### src/rtl/hvs_pkg.sv
// Shared types, codes and the microprogram of the harmonic Verlet step block.
// No dependencies; every other file of the block depends on this package.
package hvs_pkg;

    // Fixed widths of the interface fields
    localparam int HVS_FIELD_W = 32;
    localparam int HVS_UCFG_W  = 31;
    localparam int HVS_STEP_W  = 16;
    localparam int HVS_CFG_IDX_W = 3;

    // Multiplier operand width (signed 32 bit sign-extended, or unsigned 31 bit zero-extended)
    localparam int HVS_OP_W   = 33;
    // Width of the shifted product and of the saturating adder
    localparam int HVS_WIDE   = 64;

    // Configuration register indexes
    localparam logic [HVS_CFG_IDX_W-1:0] REG_MASS   = 3'd0;
    localparam logic [HVS_CFG_IDX_W-1:0] REG_SPRING = 3'd1;
    localparam logic [HVS_CFG_IDX_W-1:0] REG_DT     = 3'd2;
    localparam logic [HVS_CFG_IDX_W-1:0] REG_HALF   = 3'd3;
    localparam logic [HVS_CFG_IDX_W-1:0] REG_START  = 3'd4;

    // Multiplier operand pairs
    localparam logic [2:0] MOP_NONE = 3'd0;
    localparam logic [2:0] MOP_HF   = 3'd1;
    localparam logic [2:0] MOP_VDT  = 3'd2;
    localparam logic [2:0] MOP_KX   = 3'd3;
    localparam logic [2:0] MOP_VV   = 3'd4;
    localparam logic [2:0] MOP_XX   = 3'd5;
    localparam logic [2:0] MOP_E1M  = 3'd6;
    localparam logic [2:0] MOP_E2K  = 3'd7;

    // Writeback operations on the previous cycle's product
    localparam logic [3:0] WB_NONE    = 4'd0;
    localparam logic [3:0] WB_VEL_ADD = 4'd1;
    localparam logic [3:0] WB_POS_ADD = 4'd2;
    localparam logic [3:0] WB_FRC_NEG = 4'd3;
    localparam logic [3:0] WB_E1      = 4'd4;
    localparam logic [3:0] WB_E2      = 4'd5;
    localparam logic [3:0] WB_KE      = 4'd6;
    localparam logic [3:0] WB_PE      = 4'd7;
    localparam logic [3:0] WB_LOAD    = 4'd8;

    // Program layout
    localparam int HVS_PC_W     = 5;
    localparam int HVS_PROG_LEN = 17;
    localparam logic [HVS_PC_W-1:0] HVS_A_TAIL    = 5'd8;
    localparam logic [HVS_PC_W-1:0] HVS_A_RESTART = 5'd14;

    typedef struct packed {
        logic [HVS_UCFG_W-1:0]         mass;
        logic [HVS_UCFG_W-1:0]         spring;
        logic [HVS_UCFG_W-1:0]         dt;
        logic [HVS_UCFG_W-1:0]         half;
        logic signed [HVS_FIELD_W-1:0] start;
    } hvs_cfg_t;

    typedef struct packed {
        logic [2:0] mop;
        logic [3:0] wb;
        logic       cnt_inc;
    } hvs_dp_ctrl_t;

    typedef struct packed {
        hvs_dp_ctrl_t          dp;
        logic                  emit;
        logic                  jmp;
        logic                  jmp_cond;
        logic [HVS_PC_W-1:0]   target;
    } hvs_uop_t;

    typedef struct packed {
        logic [HVS_STEP_W-1:0]         step;
        logic signed [HVS_FIELD_W-1:0] pos;
        logic signed [HVS_FIELD_W-1:0] vel;
        logic [HVS_UCFG_W-1:0]         ke;
        logic [HVS_UCFG_W-1:0]         pe;
        logic [HVS_UCFG_W-1:0]         total;
    } hvs_dp_stat_t;

    // Microprogram: word c issues a product and writes back the one issued at c-1
    function automatic hvs_uop_t hvs_rom(input logic [HVS_PC_W-1:0] addr);
        hvs_uop_t u;
        u = '0;
        case (addr)
            // tick: v += h*f, branch off for a restart
            5'd0:
            begin
                u.dp.mop  = MOP_HF;
                u.jmp     = 1'b1;
                u.jmp_cond = 1'b1;
                u.target  = HVS_A_RESTART;
            end
            5'd1:
            begin
                u.dp.wb      = WB_VEL_ADD;
                u.dp.cnt_inc = 1'b1;
            end
            // x += v*dt
            5'd2: u.dp.mop = MOP_VDT;
            5'd3: u.dp.wb  = WB_POS_ADD;
            // f = -k*x
            5'd4: u.dp.mop = MOP_KX;
            5'd5: u.dp.wb  = WB_FRC_NEG;
            // v += h*f
            5'd6: u.dp.mop = MOP_HF;
            5'd7: u.dp.wb  = WB_VEL_ADD;
            // energies, shared by tick and restart
            5'd8: u.dp.mop = MOP_VV;
            5'd9:
            begin
                u.dp.mop = MOP_XX;
                u.dp.wb  = WB_E1;
            end
            5'd10:
            begin
                u.dp.mop = MOP_E1M;
                u.dp.wb  = WB_E2;
            end
            5'd11:
            begin
                u.dp.mop = MOP_E2K;
                u.dp.wb  = WB_KE;
            end
            5'd12: u.dp.wb = WB_PE;
            5'd13: u.emit  = 1'b1;
            // restart: load x, clear v and the step count, then f = -k*x
            5'd14: u.dp.wb  = WB_LOAD;
            5'd15: u.dp.mop = MOP_KX;
            5'd16:
            begin
                u.dp.wb  = WB_FRC_NEG;
                u.jmp    = 1'b1;
                u.target = HVS_A_TAIL;
            end
            default: u = '0;
        endcase
        return u;
    endfunction

endpackage

### src/rtl/hvs_if.sv
// Request and record channel interfaces of the harmonic Verlet step block.
// Depends on hvs_pkg for the field widths.
interface hvs_req_if;
    logic valid;
    logic ready;
    logic restart;

    modport source (output valid, output restart, input ready);
    modport sink   (input valid, input restart, output ready);
endinterface

interface hvs_rec_if;
    logic                                   valid;
    logic                                   ready;
    logic [hvs_pkg::HVS_STEP_W-1:0]         step_index;
    logic signed [hvs_pkg::HVS_FIELD_W-1:0] position;
    logic signed [hvs_pkg::HVS_FIELD_W-1:0] velocity;
    logic [hvs_pkg::HVS_UCFG_W-1:0]         kin_energy;
    logic [hvs_pkg::HVS_UCFG_W-1:0]         potential_energy;
    logic [hvs_pkg::HVS_UCFG_W-1:0]         total_energy;

    modport source (output valid, output step_index, output position, output velocity,
                    output kin_energy, output potential_energy, output total_energy,
                    input ready);
    modport sink   (input valid, input step_index, input position, input velocity,
                    input kin_energy, input potential_energy, input total_energy,
                    output ready);
endinterface

### src/rtl/hvs_datapath.sv
// Shared multiplier, saturating writeback and particle state registers.
// Depends on hvs_pkg; driven one control word a cycle by the sequencer.
module hvs_datapath
    import hvs_pkg::*;
#(
    parameter int FRAC_BITS  = 16,
    parameter int WORD_WIDTH = 32
)
(
    input  logic         clk,
    input  logic         rst_n,
    input  hvs_cfg_t     cfg,
    input  hvs_dp_ctrl_t ctrl,
    output hvs_dp_stat_t stat
);

    localparam int EFF_W = (WORD_WIDTH < HVS_FIELD_W) ? WORD_WIDTH : HVS_FIELD_W;
    localparam logic signed [HVS_WIDE-1:0] SMAX_W =
        $signed((HVS_WIDE'(1) << (EFF_W - 1)) - HVS_WIDE'(1));
    localparam logic signed [HVS_WIDE-1:0] SMIN_W = -SMAX_W - HVS_WIDE'(1);

    logic signed [HVS_FIELD_W-1:0] pos_reg;
    logic signed [HVS_FIELD_W-1:0] vel_reg;
    logic signed [HVS_FIELD_W-1:0] frc_reg;
    logic [HVS_STEP_W-1:0]         step_reg;
    logic [HVS_UCFG_W-1:0]         e1_reg;
    logic [HVS_UCFG_W-1:0]         e2_reg;
    logic [HVS_UCFG_W-1:0]         ke_reg;
    logic [HVS_UCFG_W-1:0]         pe_reg;

    logic signed [HVS_OP_W-1:0]    op_a;
    logic signed [HVS_OP_W-1:0]    op_b;
    logic signed [2*HVS_OP_W-1:0]  prod_reg;
    logic signed [2*HVS_OP_W-1:0]  shifted;
    logic signed [HVS_WIDE-1:0]    wide;
    logic signed [HVS_WIDE-1:0]    sat_in;
    logic signed [HVS_WIDE-1:0]    s_val;
    logic signed [HVS_WIDE-1:0]    u_val;
    logic [HVS_UCFG_W:0]           e_sum;
    logic [HVS_UCFG_W-1:0]         e_total;

    // Select the operand pair for this cycle's product
    always_comb
    begin
        case (ctrl.mop)
            MOP_HF:
            begin
                op_a = $signed({2'b00, cfg.half});
                op_b = $signed({frc_reg[HVS_FIELD_W-1], frc_reg});
            end
            MOP_VDT:
            begin
                op_a = $signed({vel_reg[HVS_FIELD_W-1], vel_reg});
                op_b = $signed({2'b00, cfg.dt});
            end
            MOP_KX:
            begin
                op_a = $signed({2'b00, cfg.spring});
                op_b = $signed({pos_reg[HVS_FIELD_W-1], pos_reg});
            end
            MOP_VV:
            begin
                op_a = $signed({vel_reg[HVS_FIELD_W-1], vel_reg});
                op_b = $signed({vel_reg[HVS_FIELD_W-1], vel_reg});
            end
            MOP_XX:
            begin
                op_a = $signed({pos_reg[HVS_FIELD_W-1], pos_reg});
                op_b = $signed({pos_reg[HVS_FIELD_W-1], pos_reg});
            end
            MOP_E1M:
            begin
                op_a = $signed({2'b00, e1_reg});
                op_b = $signed({2'b00, cfg.mass});
            end
            MOP_E2K:
            begin
                op_a = $signed({2'b00, e2_reg});
                op_b = $signed({2'b00, cfg.spring});
            end
            default:
            begin
                op_a = '0;
                op_b = '0;
            end
        endcase
    end

    // Register the full product
    always_ff @(posedge clk)
    begin
        prod_reg <= op_a * op_b;
    end

    // Scale down (floor), add, negate or load, then clamp
    always_comb
    begin
        shifted = prod_reg >>> FRAC_BITS;
        wide    = $signed(shifted[HVS_WIDE-1:0]);
        case (ctrl.wb)
            WB_VEL_ADD: sat_in = HVS_WIDE'(vel_reg) + wide;
            WB_POS_ADD: sat_in = HVS_WIDE'(pos_reg) + wide;
            WB_FRC_NEG: sat_in = -wide;
            WB_LOAD:    sat_in = HVS_WIDE'(cfg.start);
            default:    sat_in = wide;
        endcase

        if (sat_in > SMAX_W)
            s_val = SMAX_W;
        else if (sat_in < SMIN_W)
            s_val = SMIN_W;
        else
            s_val = sat_in;

        if (wide > SMAX_W)
            u_val = SMAX_W;
        else if (wide < HVS_WIDE'(0))
            u_val = '0;
        else
            u_val = wide;
    end

    // Update particle state
    always_ff @(posedge clk or negedge rst_n)
    begin
        if (!rst_n)
        begin
            pos_reg  <= '0;
            vel_reg  <= '0;
            frc_reg  <= '0;
            step_reg <= '0;
        end
        else
        begin
            case (ctrl.wb)
                WB_VEL_ADD: vel_reg <= s_val[HVS_FIELD_W-1:0];
                WB_POS_ADD: pos_reg <= s_val[HVS_FIELD_W-1:0];
                WB_FRC_NEG: frc_reg <= s_val[HVS_FIELD_W-1:0];
                WB_LOAD:
                begin
                    pos_reg <= s_val[HVS_FIELD_W-1:0];
                    vel_reg <= '0;
                end
                default: ;
            endcase
            if (ctrl.wb == WB_LOAD)
                step_reg <= '0;
            else if (ctrl.cnt_inc)
                step_reg <= step_reg + HVS_STEP_W'(1);
        end
    end

    // Hold energy intermediates; halve the final products
    always_ff @(posedge clk)
    begin
        case (ctrl.wb)
            WB_E1: e1_reg <= u_val[HVS_UCFG_W-1:0];
            WB_E2: e2_reg <= u_val[HVS_UCFG_W-1:0];
            WB_KE: ke_reg <= u_val[HVS_UCFG_W:1];
            WB_PE: pe_reg <= u_val[HVS_UCFG_W:1];
            default: ;
        endcase
    end

    // Sum the energies with clamp
    always_comb
    begin
        e_sum = {1'b0, ke_reg} + {1'b0, pe_reg};
        if ({{(HVS_WIDE-HVS_UCFG_W-1){1'b0}}, e_sum} > SMAX_W)
            e_total = SMAX_W[HVS_UCFG_W-1:0];
        else
            e_total = e_sum[HVS_UCFG_W-1:0];
    end

    assign stat.step  = step_reg;
    assign stat.pos   = pos_reg;
    assign stat.vel   = vel_reg;
    assign stat.ke    = ke_reg;
    assign stat.pe    = pe_reg;
    assign stat.total = e_total;

endmodule

### src/rtl/harmonic_verlet_step.sv
// Top level of the harmonic Verlet step block: registers, sequencer, record output.
// Depends on hvs_pkg, hvs_if and hvs_datapath.
//
// Usage: each request on tick_req carries one bit, restart. A restart loads
// start_position, clears velocity and the step count and emits record 0; an
// ordinary request advances the particle one velocity Verlet step and emits
// one record on the record channel with position, velocity and the energies. The
// user must write configuration via cfg_write/cfg_index/cfg_data only while idle;
// the block itself does not enforce this.
//
// A restart runs a shorter path through the microprogram than a step request.
// tick_req.ready rises in the same cycle as the record is loaded, and no new
// request is taken before that. The pace is set by the single shared 33x33
// multiplier and its writeback stage: the eight products of a step form a
// dependent chain that the microprogram issues one after another.
//
// Reset clears the particle state and the step count, loads the register
// defaults and leaves the record channel empty. When the receiver stalls the
// record holds; a following request is accepted and worked on, and it waits
// at its last step until the previous record is taken.
module harmonic_verlet_step
    import hvs_pkg::*;
#(
    parameter int FRAC_BITS  = 16,
    parameter int WORD_WIDTH = 32
)
(
    input  logic                     clk,
    input  logic                     rst_n,
    input  logic                     cfg_write,
    input  logic [HVS_CFG_IDX_W-1:0] cfg_index,
    input  logic [HVS_FIELD_W-1:0]   cfg_data,
    hvs_req_if.sink                  tick_req,
    hvs_rec_if.source                record
);

    hvs_cfg_t              cfg_reg;
    logic [HVS_PC_W-1:0]   pc_reg;
    logic [HVS_PC_W-1:0]   pc_next;
    logic                  busy_reg;
    logic                  busy_next;
    logic                  restart_reg;
    logic                  rec_valid_reg;
    logic                  rec_valid_next;
    hvs_uop_t              uop;
    hvs_dp_ctrl_t          dp_ctrl;
    hvs_dp_stat_t          stat;
    logic                  accept;
    logic                  hold;
    logic                  emit_fire;

    // Configuration registers
    always_ff @(posedge clk or negedge rst_n)
    begin
        if (!rst_n)
        begin
            cfg_reg.mass   <= 31'd65536;
            cfg_reg.spring <= 31'd65536;
            cfg_reg.dt     <= 31'd66;
            cfg_reg.half   <= 31'd33;
            cfg_reg.start  <= -32'sd65536;
        end
        else if (cfg_write)
        begin
            case (cfg_index)
                REG_MASS:   cfg_reg.mass   <= cfg_data[HVS_UCFG_W-1:0];
                REG_SPRING: cfg_reg.spring <= cfg_data[HVS_UCFG_W-1:0];
                REG_DT:     cfg_reg.dt     <= cfg_data[HVS_UCFG_W-1:0];
                REG_HALF:   cfg_reg.half   <= cfg_data[HVS_UCFG_W-1:0];
                REG_START:  cfg_reg.start  <= cfg_data;
                default: ;
            endcase
        end
    end

    // Fetch the control word and decide the handshakes
    always_comb
    begin
        uop       = hvs_rom(pc_reg);
        accept    = tick_req.valid && !busy_reg;
        hold      = uop.emit && rec_valid_reg && !record.ready;
        emit_fire = busy_reg && uop.emit && !hold;
        dp_ctrl   = (busy_reg && !hold) ? uop.dp : '0;
    end

    // Advance the program counter, taking jumps
    always_comb
    begin
        pc_next   = pc_reg;
        busy_next = busy_reg;
        if (accept)
        begin
            pc_next   = '0;
            busy_next = 1'b1;
        end
        else if (emit_fire)
        begin
            busy_next = 1'b0;
        end
        else if (busy_reg && !hold)
        begin
            if (uop.jmp && (!uop.jmp_cond || restart_reg))
                pc_next = uop.target;
            else
                pc_next = pc_reg + HVS_PC_W'(1);
        end
    end

    assign rec_valid_next = emit_fire ? 1'b1 : (record.ready ? 1'b0 : rec_valid_reg);

    always_ff @(posedge clk or negedge rst_n)
    begin
        if (!rst_n)
        begin
            pc_reg        <= '0;
            busy_reg      <= 1'b0;
            restart_reg   <= 1'b0;
            rec_valid_reg <= 1'b0;
        end
        else
        begin
            pc_reg        <= pc_next;
            busy_reg      <= busy_next;
            rec_valid_reg <= rec_valid_next;
            if (accept)
                restart_reg <= tick_req.restart;
        end
    end

    // Capture the record
    always_ff @(posedge clk)
    begin
        if (emit_fire)
        begin
            record.step_index       <= stat.step;
            record.position         <= stat.pos;
            record.velocity         <= stat.vel;
            record.kin_energy       <= stat.ke;
            record.potential_energy <= stat.pe;
            record.total_energy     <= stat.total;
        end
    end

    assign record.valid   = rec_valid_reg;
    assign tick_req.ready = !busy_reg;

    hvs_datapath #(
        .FRAC_BITS  (FRAC_BITS),
        .WORD_WIDTH (WORD_WIDTH)
    ) u_datapath (
        .clk   (clk),
        .rst_n (rst_n),
        .cfg   (cfg_reg),
        .ctrl  (dp_ctrl),
        .stat  (stat)
    );

    // Sequencer stays inside the program
    a_pc_range: assert property (@(posedge clk) disable iff (!rst_n)
        busy_reg |-> (pc_reg < HVS_PC_W'(HVS_PROG_LEN)))
        else $error("sequencer left the program");

    // A released emit step always presents a record
    a_emit_valid: assert property (@(posedge clk) disable iff (!rst_n)
        emit_fire |=> (record.valid && !busy_reg))
        else $error("emit step did not load the record");

    // A restart record carries step zero
    a_restart_step: assert property (@(posedge clk) disable iff (!rst_n)
        (emit_fire && restart_reg) |=> (record.step_index == '0))
        else $error("restart record has nonzero step index");

    // Total is the sum of the halved energies
    a_total_sum: assert property (@(posedge clk) disable iff (!rst_n)
        record.valid |-> ({1'b0, record.total_energy} ==
                          ({1'b0, record.kin_energy} + {1'b0, record.potential_energy})))
        else $error("total energy mismatch");

endmodule
### src/flat_wrapper.sv
// flat-port wrapper written by rule: the top's interface ports become plain ports
module harmonic_verlet_step_flat import hvs_pkg::*;
#(
    parameter int FRAC_BITS  = 16,
    parameter int WORD_WIDTH = 32
)
  (clk, rst_n, cfg_write, cfg_index, cfg_data, tick_req_valid, tick_req_restart, tick_req_ready, record_valid, record_step_index, record_position, record_velocity, record_kin_energy, record_potential_energy, record_total_energy, record_ready);
  hvs_req_if tick_req_i ();
  hvs_rec_if record_i ();
  input  logic clk;
  input  logic rst_n;
  input  logic cfg_write;
  input  logic [HVS_CFG_IDX_W-1:0] cfg_index;
  input  logic [HVS_FIELD_W-1:0] cfg_data;
  input wire logic [$bits(tick_req_i.valid)-1:0] tick_req_valid;
  input wire logic [$bits(tick_req_i.restart)-1:0] tick_req_restart;
  output wire logic [$bits(tick_req_i.ready)-1:0] tick_req_ready;
  output wire logic [$bits(record_i.valid)-1:0] record_valid;
  output wire logic [$bits(record_i.step_index)-1:0] record_step_index;
  output wire logic [$bits(record_i.position)-1:0] record_position;
  output wire logic [$bits(record_i.velocity)-1:0] record_velocity;
  output wire logic [$bits(record_i.kin_energy)-1:0] record_kin_energy;
  output wire logic [$bits(record_i.potential_energy)-1:0] record_potential_energy;
  output wire logic [$bits(record_i.total_energy)-1:0] record_total_energy;
  input wire logic [$bits(record_i.ready)-1:0] record_ready;
  assign tick_req_i.valid = tick_req_valid;
  assign tick_req_i.restart = tick_req_restart;
  assign tick_req_ready = tick_req_i.ready;
  assign record_valid = record_i.valid;
  assign record_step_index = record_i.step_index;
  assign record_position = record_i.position;
  assign record_velocity = record_i.velocity;
  assign record_kin_energy = record_i.kin_energy;
  assign record_potential_energy = record_i.potential_energy;
  assign record_total_energy = record_i.total_energy;
  assign record_i.ready = record_ready;
  harmonic_verlet_step #(.FRAC_BITS(FRAC_BITS), .WORD_WIDTH(WORD_WIDTH)) u_core (.clk(clk), .rst_n(rst_n), .cfg_write(cfg_write), .cfg_index(cfg_index), .cfg_data(cfg_data), .tick_req(tick_req_i), .record(record_i));
endmodule
### config.mk
export PLATFORM = sky130hd
export DESIGN_NAME = harmonic_verlet_step_flat
export DESIGN_NICKNAME = d
export VERILOG_FILES = /design/src/rtl/hvs_pkg.sv /design/src/rtl/hvs_if.sv /design/src/rtl/hvs_datapath.sv /design/src/rtl/harmonic_verlet_step.sv /design/src/flat_wrapper.sv
export SDC_FILE = /design/constraint.sdc
export NUM_CORES = 2
export LEC_CHECK = 0
export BUFFER_PORTS_ARGS = -buffer_cell sky130_fd_sc_hd__buf_4
export CORE_MARGIN = 2
export CORE_UTILIZATION = 65
export CTS_BUF_LIST = sky130_fd_sc_hd__clkbuf_8
export CTS_CLUSTER_DIAMETER = 100
export CTS_CLUSTER_SIZE = 12
export DETAILED_ROUTE_END_ITERATION = 10
export MAX_ROUTING_LAYER = met4
export PLACE_DENSITY = 0.86
export SLEW_MARGIN = 20
export SYNTH_ARGS = -nofsm -noshare
export SYNTH_HDL_FRONTEND = slang
export SYNTH_SLANG_ARGS = --single-unit
### constraint.sdc
create_clock -name clk -period 15.9 [get_ports clk]
set_input_delay 1.59 -clock clk [delete_from_list [all_inputs] [get_ports clk]]
set_output_delay 1.59 -clock clk [all_outputs]
set_load 0.03 [all_outputs]
---- Word-level counts from Yosys, hierarchy flattened ----
Cells that the tools add are included.
cells by class
  $add $sub $neg .......................... 6
  multipliers ............................. 1
  $lt $le $gt $ge ......................... 5
  equal/unequal tests ..................... 36
  mux-type cells .......................... 26
  reduce and logical (&&, ||, !) cells .... 33
operators by type and width
  kind                                                                                number
  33-bit one-hot mux with 6 select lines                                              2
  64-bit one-hot mux with 4 select lines                                              1
  32-bit two-way mux                                                                  4
  32-bit by 50-bit adder with 51-bit output                                           2
  33-bit by 33-bit multiplier with 66-bit output                                      1
  64-bit by 32-bit greater-than comparator with 1-bit output (second input constant)  1
  64-bit by 32-bit less-than comparator with 1-bit output (second input constant)     1
  50-bit negation with 64-bit output                                                  1
  32-bit one-hot mux with 2 select lines                                              1
  50-bit by 32-bit greater-than comparator with 1-bit output (second input constant)  1
  50-bit by 1-bit less-than comparator with 1-bit output (second input constant)      1
  5-bit by 4-bit equality test with 1-bit output (second input constant)              8
  31-bit by 31-bit adder with 32-bit output                                           1
  32-bit by 31-bit greater-than comparator with 1-bit output (second input constant)  1
  16-bit two-way mux                                                                  2
  4-bit one-hot mux with 8 select lines                                               1
  3-bit one-hot mux with 7 select lines                                               1
  5-bit by 3-bit equality test with 1-bit output (second input constant)              4
  5-bit two-way mux                                                                   4
  16-bit by 1-bit adder with 16-bit output (second input constant)                    1
  4-bit by 3-bit equality test with 1-bit output (second input constant)              4
  2-bit OR reduction                                                                  8
  3-bit equality test (second input constant)                                         5
  3-bit by 2-bit equality test with 1-bit output (second input constant)              4
  19 further kinds                                                                    47
word-level totals
  flip-flop bits (word level) ............. 639
  logic and storage cells ................. 131

---- Longest topological paths before layout ----
  word-level depth ........................ 13
  gate-level depth with buffers ........... 45
  gate-level depth less buffers ........... 40

---- Cells and area by module ----
A second synthesis with hierarchy kept.
unflattened totals
  cell total of the unflattened synthesis .. 7426
  area, all modules ....................... 71436.0 um2
by module, submodules not included
  module                times used  cells an instance  area an instance (um2)  seq. area each (um2)
  hvs_datapath          1           6821               59688.5                 7527.2
  harmonic_verlet_step  1           605                11747.5                 9326.4

---- Worst setup path after synthesis ----
Ideal clock, no wire load.
  path kind ............................... input -> register
  from .................................... input record_ready
  to ...................................... register u_core.u_datapath.prod_reg[64]
  setup time .............................. 0.133 ns
  data arrival time ....................... 11.032 ns
  required time ........................... 15.767 ns
  path slack .............................. 4.734 ns
  cell stages on the path ................. 40
  path through ............................ nand2b_1 > o21ai_2 > a21oi_1 > and2_1 > clkbuf_1 > clkbuf_1 > buf_1 > a221oi_1 > clkbuf_1 > nor2_1 > fa_1 > fa_1 > inv_1 > fa_1 > inv_1 > fa_1 > inv_1 > fa_1 > [... 4 more ...] > fa_1 > inv_1 > ha_1 > clkbuf_1 > a21oi_1 > o21ai_0 > a31oi_1 > o21a_1 > o221ai_1 > a31oi_1 > o21ai_0 > a41oi_4 > o21ai_1 > o211ai_1 > or3b_1 > a21oi_2 > mux2i_1 > o2111ai_1
on the way
  longest elaborated chain between the ends .. 9
RTL lines
  item                                                                                   RTL line                    source
  start, declared                                                                        flat_wrapper.sv:25          input wire logic [$bits(record_i.ready)-1:0] record_ready;
  1-bit zero test *                                                                      harmonic_verlet_step.sv:81  hold = uop.emit && rec_valid_reg && !record.ready;
  1-bit logical AND *                                                                    harmonic_verlet_step.sv:81
  1-bit zero test *                                                                      harmonic_verlet_step.sv:83  dp_ctrl = (busy_reg && !hold) ? uop.dp : '0;
  1-bit logical AND *                                                                    harmonic_verlet_step.sv:83
  8-bit two-way mux *                                                                    harmonic_verlet_step.sv:83
  3-bit equality test or 3-bit by 2-bit equality test with 1-bit output (tied branches)  hvs_datapath.sv:45          case (ctrl.mop)
  2-bit OR reduction (no source line)                                                    n/a
  33-bit one-hot mux with 6 select lines                                                 hvs_datapath.sv:45
  33-bit by 33-bit multiplier with 66-bit output *                                       hvs_datapath.sv:92          prod_reg <= op_a * op_b;
  end signal, assigned                                                                   hvs_datapath.sv:92
  end, declared                                                                          hvs_datapath.sv:33          logic signed [2*HVS_OP_W-1:0] prod_reg;
Every way passes the cells marked *; elsewhere a longest branch is shown, timed or not.
A chain may end at the register's enable or synchronous reset.

---- Worst setup path in the final report ----
  from .................................... register u_core.pc_reg[0]
  to ...................................... register u_core.u_datapath.prod_reg[64]
on the way
  longest elaborated chain between the ends .. 11
RTL lines
  item                                                                                   RTL line                     source
  start, declared                                                                        harmonic_verlet_step.sv:38   logic [HVS_PC_W-1:0] pc_reg;
  start signal, assigned                                                                 harmonic_verlet_step.sv:122  pc_reg <= pc_next;
  5-bit by 4-bit equality test with 1-bit output                                         hvs_pkg.sv:85                case (addr)
  1-bit two-way mux                                                                      hvs_pkg.sv:85
  1-bit logical AND (2 in series)                                                        harmonic_verlet_step.sv:81
  1-bit zero test                                                                        harmonic_verlet_step.sv:83
  1-bit logical AND                                                                      harmonic_verlet_step.sv:83
  8-bit two-way mux *                                                                    harmonic_verlet_step.sv:83
  3-bit equality test or 3-bit by 2-bit equality test with 1-bit output (tied branches)  hvs_datapath.sv:45
  2-bit OR reduction (no source line)                                                    n/a
  33-bit one-hot mux with 6 select lines                                                 hvs_datapath.sv:45
  33-bit by 33-bit multiplier with 66-bit output *                                       hvs_datapath.sv:92
Marks and branches as above.

==> results.py <==
metrics = {
    "sta": {
        "relSlewSlack": 0.115,
        "fin_skew_ns": 0.0995,
        "max_freq_ghz": 0.0779,
        "finalCriticalPeriod_ns": 12.83,
        "tightest_slew_ns": 1.32,
        "finalSetupViolCount": 0,
        "finalCritPeriodShare": 0.807,
        "fin_tns_setup_ns": 0,
        "rsz0062_at_grt": "false",
        "drv_slew": 0,
        "hold_violations": 0,
    },
    "global_routing": {
        "overflow": 0,
        "grt_use_met2": 0.686,
        "use_met1": 0.591,
        "grt_pass1_vias": 60147,
        "use_met3": 0.123,
        "grt_max_degree": 83,
        "top_usage_layer": "met2",
        "antenna_found_initial": 13,
        "grt_usage": 0.469,
        "grt_pass1_wl_um": 375000,
    },
    "yosys": {
        "ys_seq_area_frac": 0.238,
        "synth.top_cell.area_share": 0.317,
        "synth.avg_cell_area_um2": 9.40,
        "ys_warn_count": 0,
        "synthMuxAreaShare": 0.0273,
        "synthArstFlopShare": 0.443,
        "synth_compound_area_frac": 0.102,
        "synth_edf_count": 297,
        "synth_cell_types": 101,
        "synth-adder-area-share": 0.379,
        "synth_seq_cells": 623,
        "netlist_area_mm2": 0.0710,
        "yosysTopAreaCell": "fa_1",
        "synth_xor_area_frac": 0.0225,
        "synthTopCellsByArea": "fa_1 32%, edfxtp_1 13%, dfrtp_1 9.0%, inv_1 7.0%, ha_1 6.2%",
        "yosys_most_used_dff": "edfxtp_1",
        "yosys.area_share.simple": 0.140,
        "synth_top_family_by_area": "adder cells",
        "synth_cells": 7552,
    },
    "layout": {
        "drive_gt1_frac": 0.0950,
        "layout_common_cells": "1367 x inv_1, 1125 x fa_1, 879 x nand2_1",
        "area_delta_synth_final_pct": 6.47,
        "final_common_cell": "inv_1",
        "largest_reg_flops": 156,
        "fillers": 8096,
        "nNetsFinal": 9098,
    },
    "min_path": {
        "hold_class": "flop to flop",
    },
    "worst_setup_path": {
        "worstPathRequired_ns": 16.55,
        "arrival_ns": 13.49,
        "crit_path_end_kind": "flop",
        "crit_top_cell": "fa_1",
        "path_class": "flop to flop",
        "max_stage_delay_ns": 0.63,
        "cp-start-kind": "flop",
        "crit_slowest_cell": "buf_4",
        "path_max_fanout": 40,
    },
    "floorplan": {
        "ios": 216,
        "die_x_um": 334,
        "start_util": 0.654,
        "die_h_um": 334,
        "core_area_mm2": 0.109,
        "rows": 121,
        "die-area_mm2": 0.112,
    },
    "clock_tree": {
        "cts.sinks": 623,
        "cts_hold_repair.buffers": 0,
        "cts_tree": "done",
        "clock_path_buffers": 3,
        "clock_latency_ns": 0.80,
        "h-tree-depth": 2,
        "cts_setup_buffers": 0,
        "clk_pin_slew_ns": 0.10,
        "cts_inserted_buffers": 58,
        "cts-root-buf": "clkbuf_8",
        "post_cts_resized": 0,
    },
    "placement": {
        "dp_hpwl_um": 191000,
        "portBuffers": 215,
        "place_congestion": 1.03,
    },
    "drt": {
        "drcViolationCount": 0,
        "totalWireLength_um": 252000,
        "avgViaCountPerCell": 6.50,
        "dr.pass1.iters": 8,
        "post_drt_wl_per_cell_um": 27.8,
        "vias": 58954,
        "drt_iter0_markers": 7086,
        "postRouteAntennaNets": 0,
    },
    "job": {
        "maxCapViolCount": 0,
    },
    "status": {
        "outcome": "finished, final reports clean",
    },
}
==> final cells by class <==
| cell class | count | area, um2 | share of cell area |
|---|---|---|---|
| inverters | 1321 | 4960 | 0.0656 |
| clock buffers | 60 | 826 | 0.0109 |
| flip-flops and latches | 623 | 16900 | 0.223 |
| multi-input cells | 5212 | 48100 | 0.636 |
| diodes | 18 | 45.0 | 0.000596 |
| well taps | 1414 | 1770 | 0.0234 |
| repair buffers | 367 | 2790 | 0.0370 |
| clock inverters | 50 | 221 | 0.00293 |
==> synthesized netlist by cell type (11+ instances only) <==
master,number
inv_1,1321
fa_1,1125
nand2_1,880
nor2_1,878
a21oi_1,365
ha_1,349
clkbuf_1,337
edfxtp_1,297
dfrtp_1,254
mux2_2,162
o21ai_0,162
xnor2_1,120
a21o_1,86
nand3_1,84
nand4_1,84
nor3_1,76
xor2_1,62
o211ai_1,60
a221oi_1,55
dfxtp_1,50
nand2b_1,49
a221o_1,43
a31oi_1,41
and4_1,37
o21bai_1,36
buf_2,30
or2_2,30
o21a_1,28
and3_1,27
buf_1,27
a22oi_1,25
nor4_1,24
a211oi_1,23
dfstp_2,22
nor2b_1,22
or3_1,21
and2_1,18
o31ai_1,17
o21ai_1,16
o221ai_1,16
a211o_1,14
nor3b_1,13
mux2i_1,11
==> through the flow <==
step | utilization | area (um2) | setup slack, ns | hold slack (ns) | instances
2_1_floorplan | - | 71000 | 4.73 | 0.431 | 7553
3_3_place_gp | 0.685 | 74400 | 3.16 | 0.433 | 8932
3_5_place_dp | 0.686 | 74400 | 2.96 | 0.445 | 8935
4_1_cts | 0.695 | 75500 | 3.39 | 0.465 | 9045
5_1_grt | 0.696 | 75500 | 2.79 | 0.478 | 9060
6_report | 0.696 | 75500 | 3.07 | 0.470 | 9065
==> worst max-delay path: cells and delay by family (launching register included) <==
kind | cells | cell delay, ns
AOI/OAI and AO/OA | 9 | 2.35
adders and majority gates | 10 | 5.11
buffers and inverters | 9 | 2.31
DFF | 1 | 0.44
muxes | 1 | 0.21
and+or+nand+nor | 8 | 2.16
==> final timing paths <==
kind | startpoint | endpoint | slack, ns | cells past startpoint
worst min-delay path | u_core.u_datapath.pe_reg[22]$_DFFE_PN_ | u_core.record.potential_energy[22]$_DFFE_PP_ | 0.47 | 0
worst max-delay path | u_core.pc_reg[0]$_DFFE_PN0P_ | u_core.u_datapath.prod_reg[64]$_DFF_P_ | 3.07 | 37
max in group asynchronous | rst_n | u_core.u_datapath.vel_reg[21]$_DFFE_PN0P_ | 12.88 | 3
worst max register to register | u_core.pc_reg[0]$_DFFE_PN0P_ | u_core.u_datapath.prod_reg[64]$_DFF_P_ | 3.07 | 37
min in group asynchronous | rst_n | u_core.u_datapath.vel_reg[31]$_DFFE_PN0P_ | 0.80 | 1
worst min register to register | u_core.u_datapath.pe_reg[22]$_DFFE_PN_ | u_core.record.potential_energy[22]$_DFFE_PP_ | 0.47 | 0
==> cell families after synthesis <==
group	Yosys count
compound gates	1093
xor+xnor	182
fa+ha+maj	1474
buf+inv	1718
flops	623
mux	173
other cells	1
simple gates	2288
==> layer usage <==
layer,share of wire,wire (um)
met4,0.078,19600
met2,0.44,110000
met1,0.35,88900
met5,0,0
met3,0.13,33100
Power is left out: the tool's default activity adds up to more than one toggle a clock period on the data nets, which glitch-free logic cannot reach.
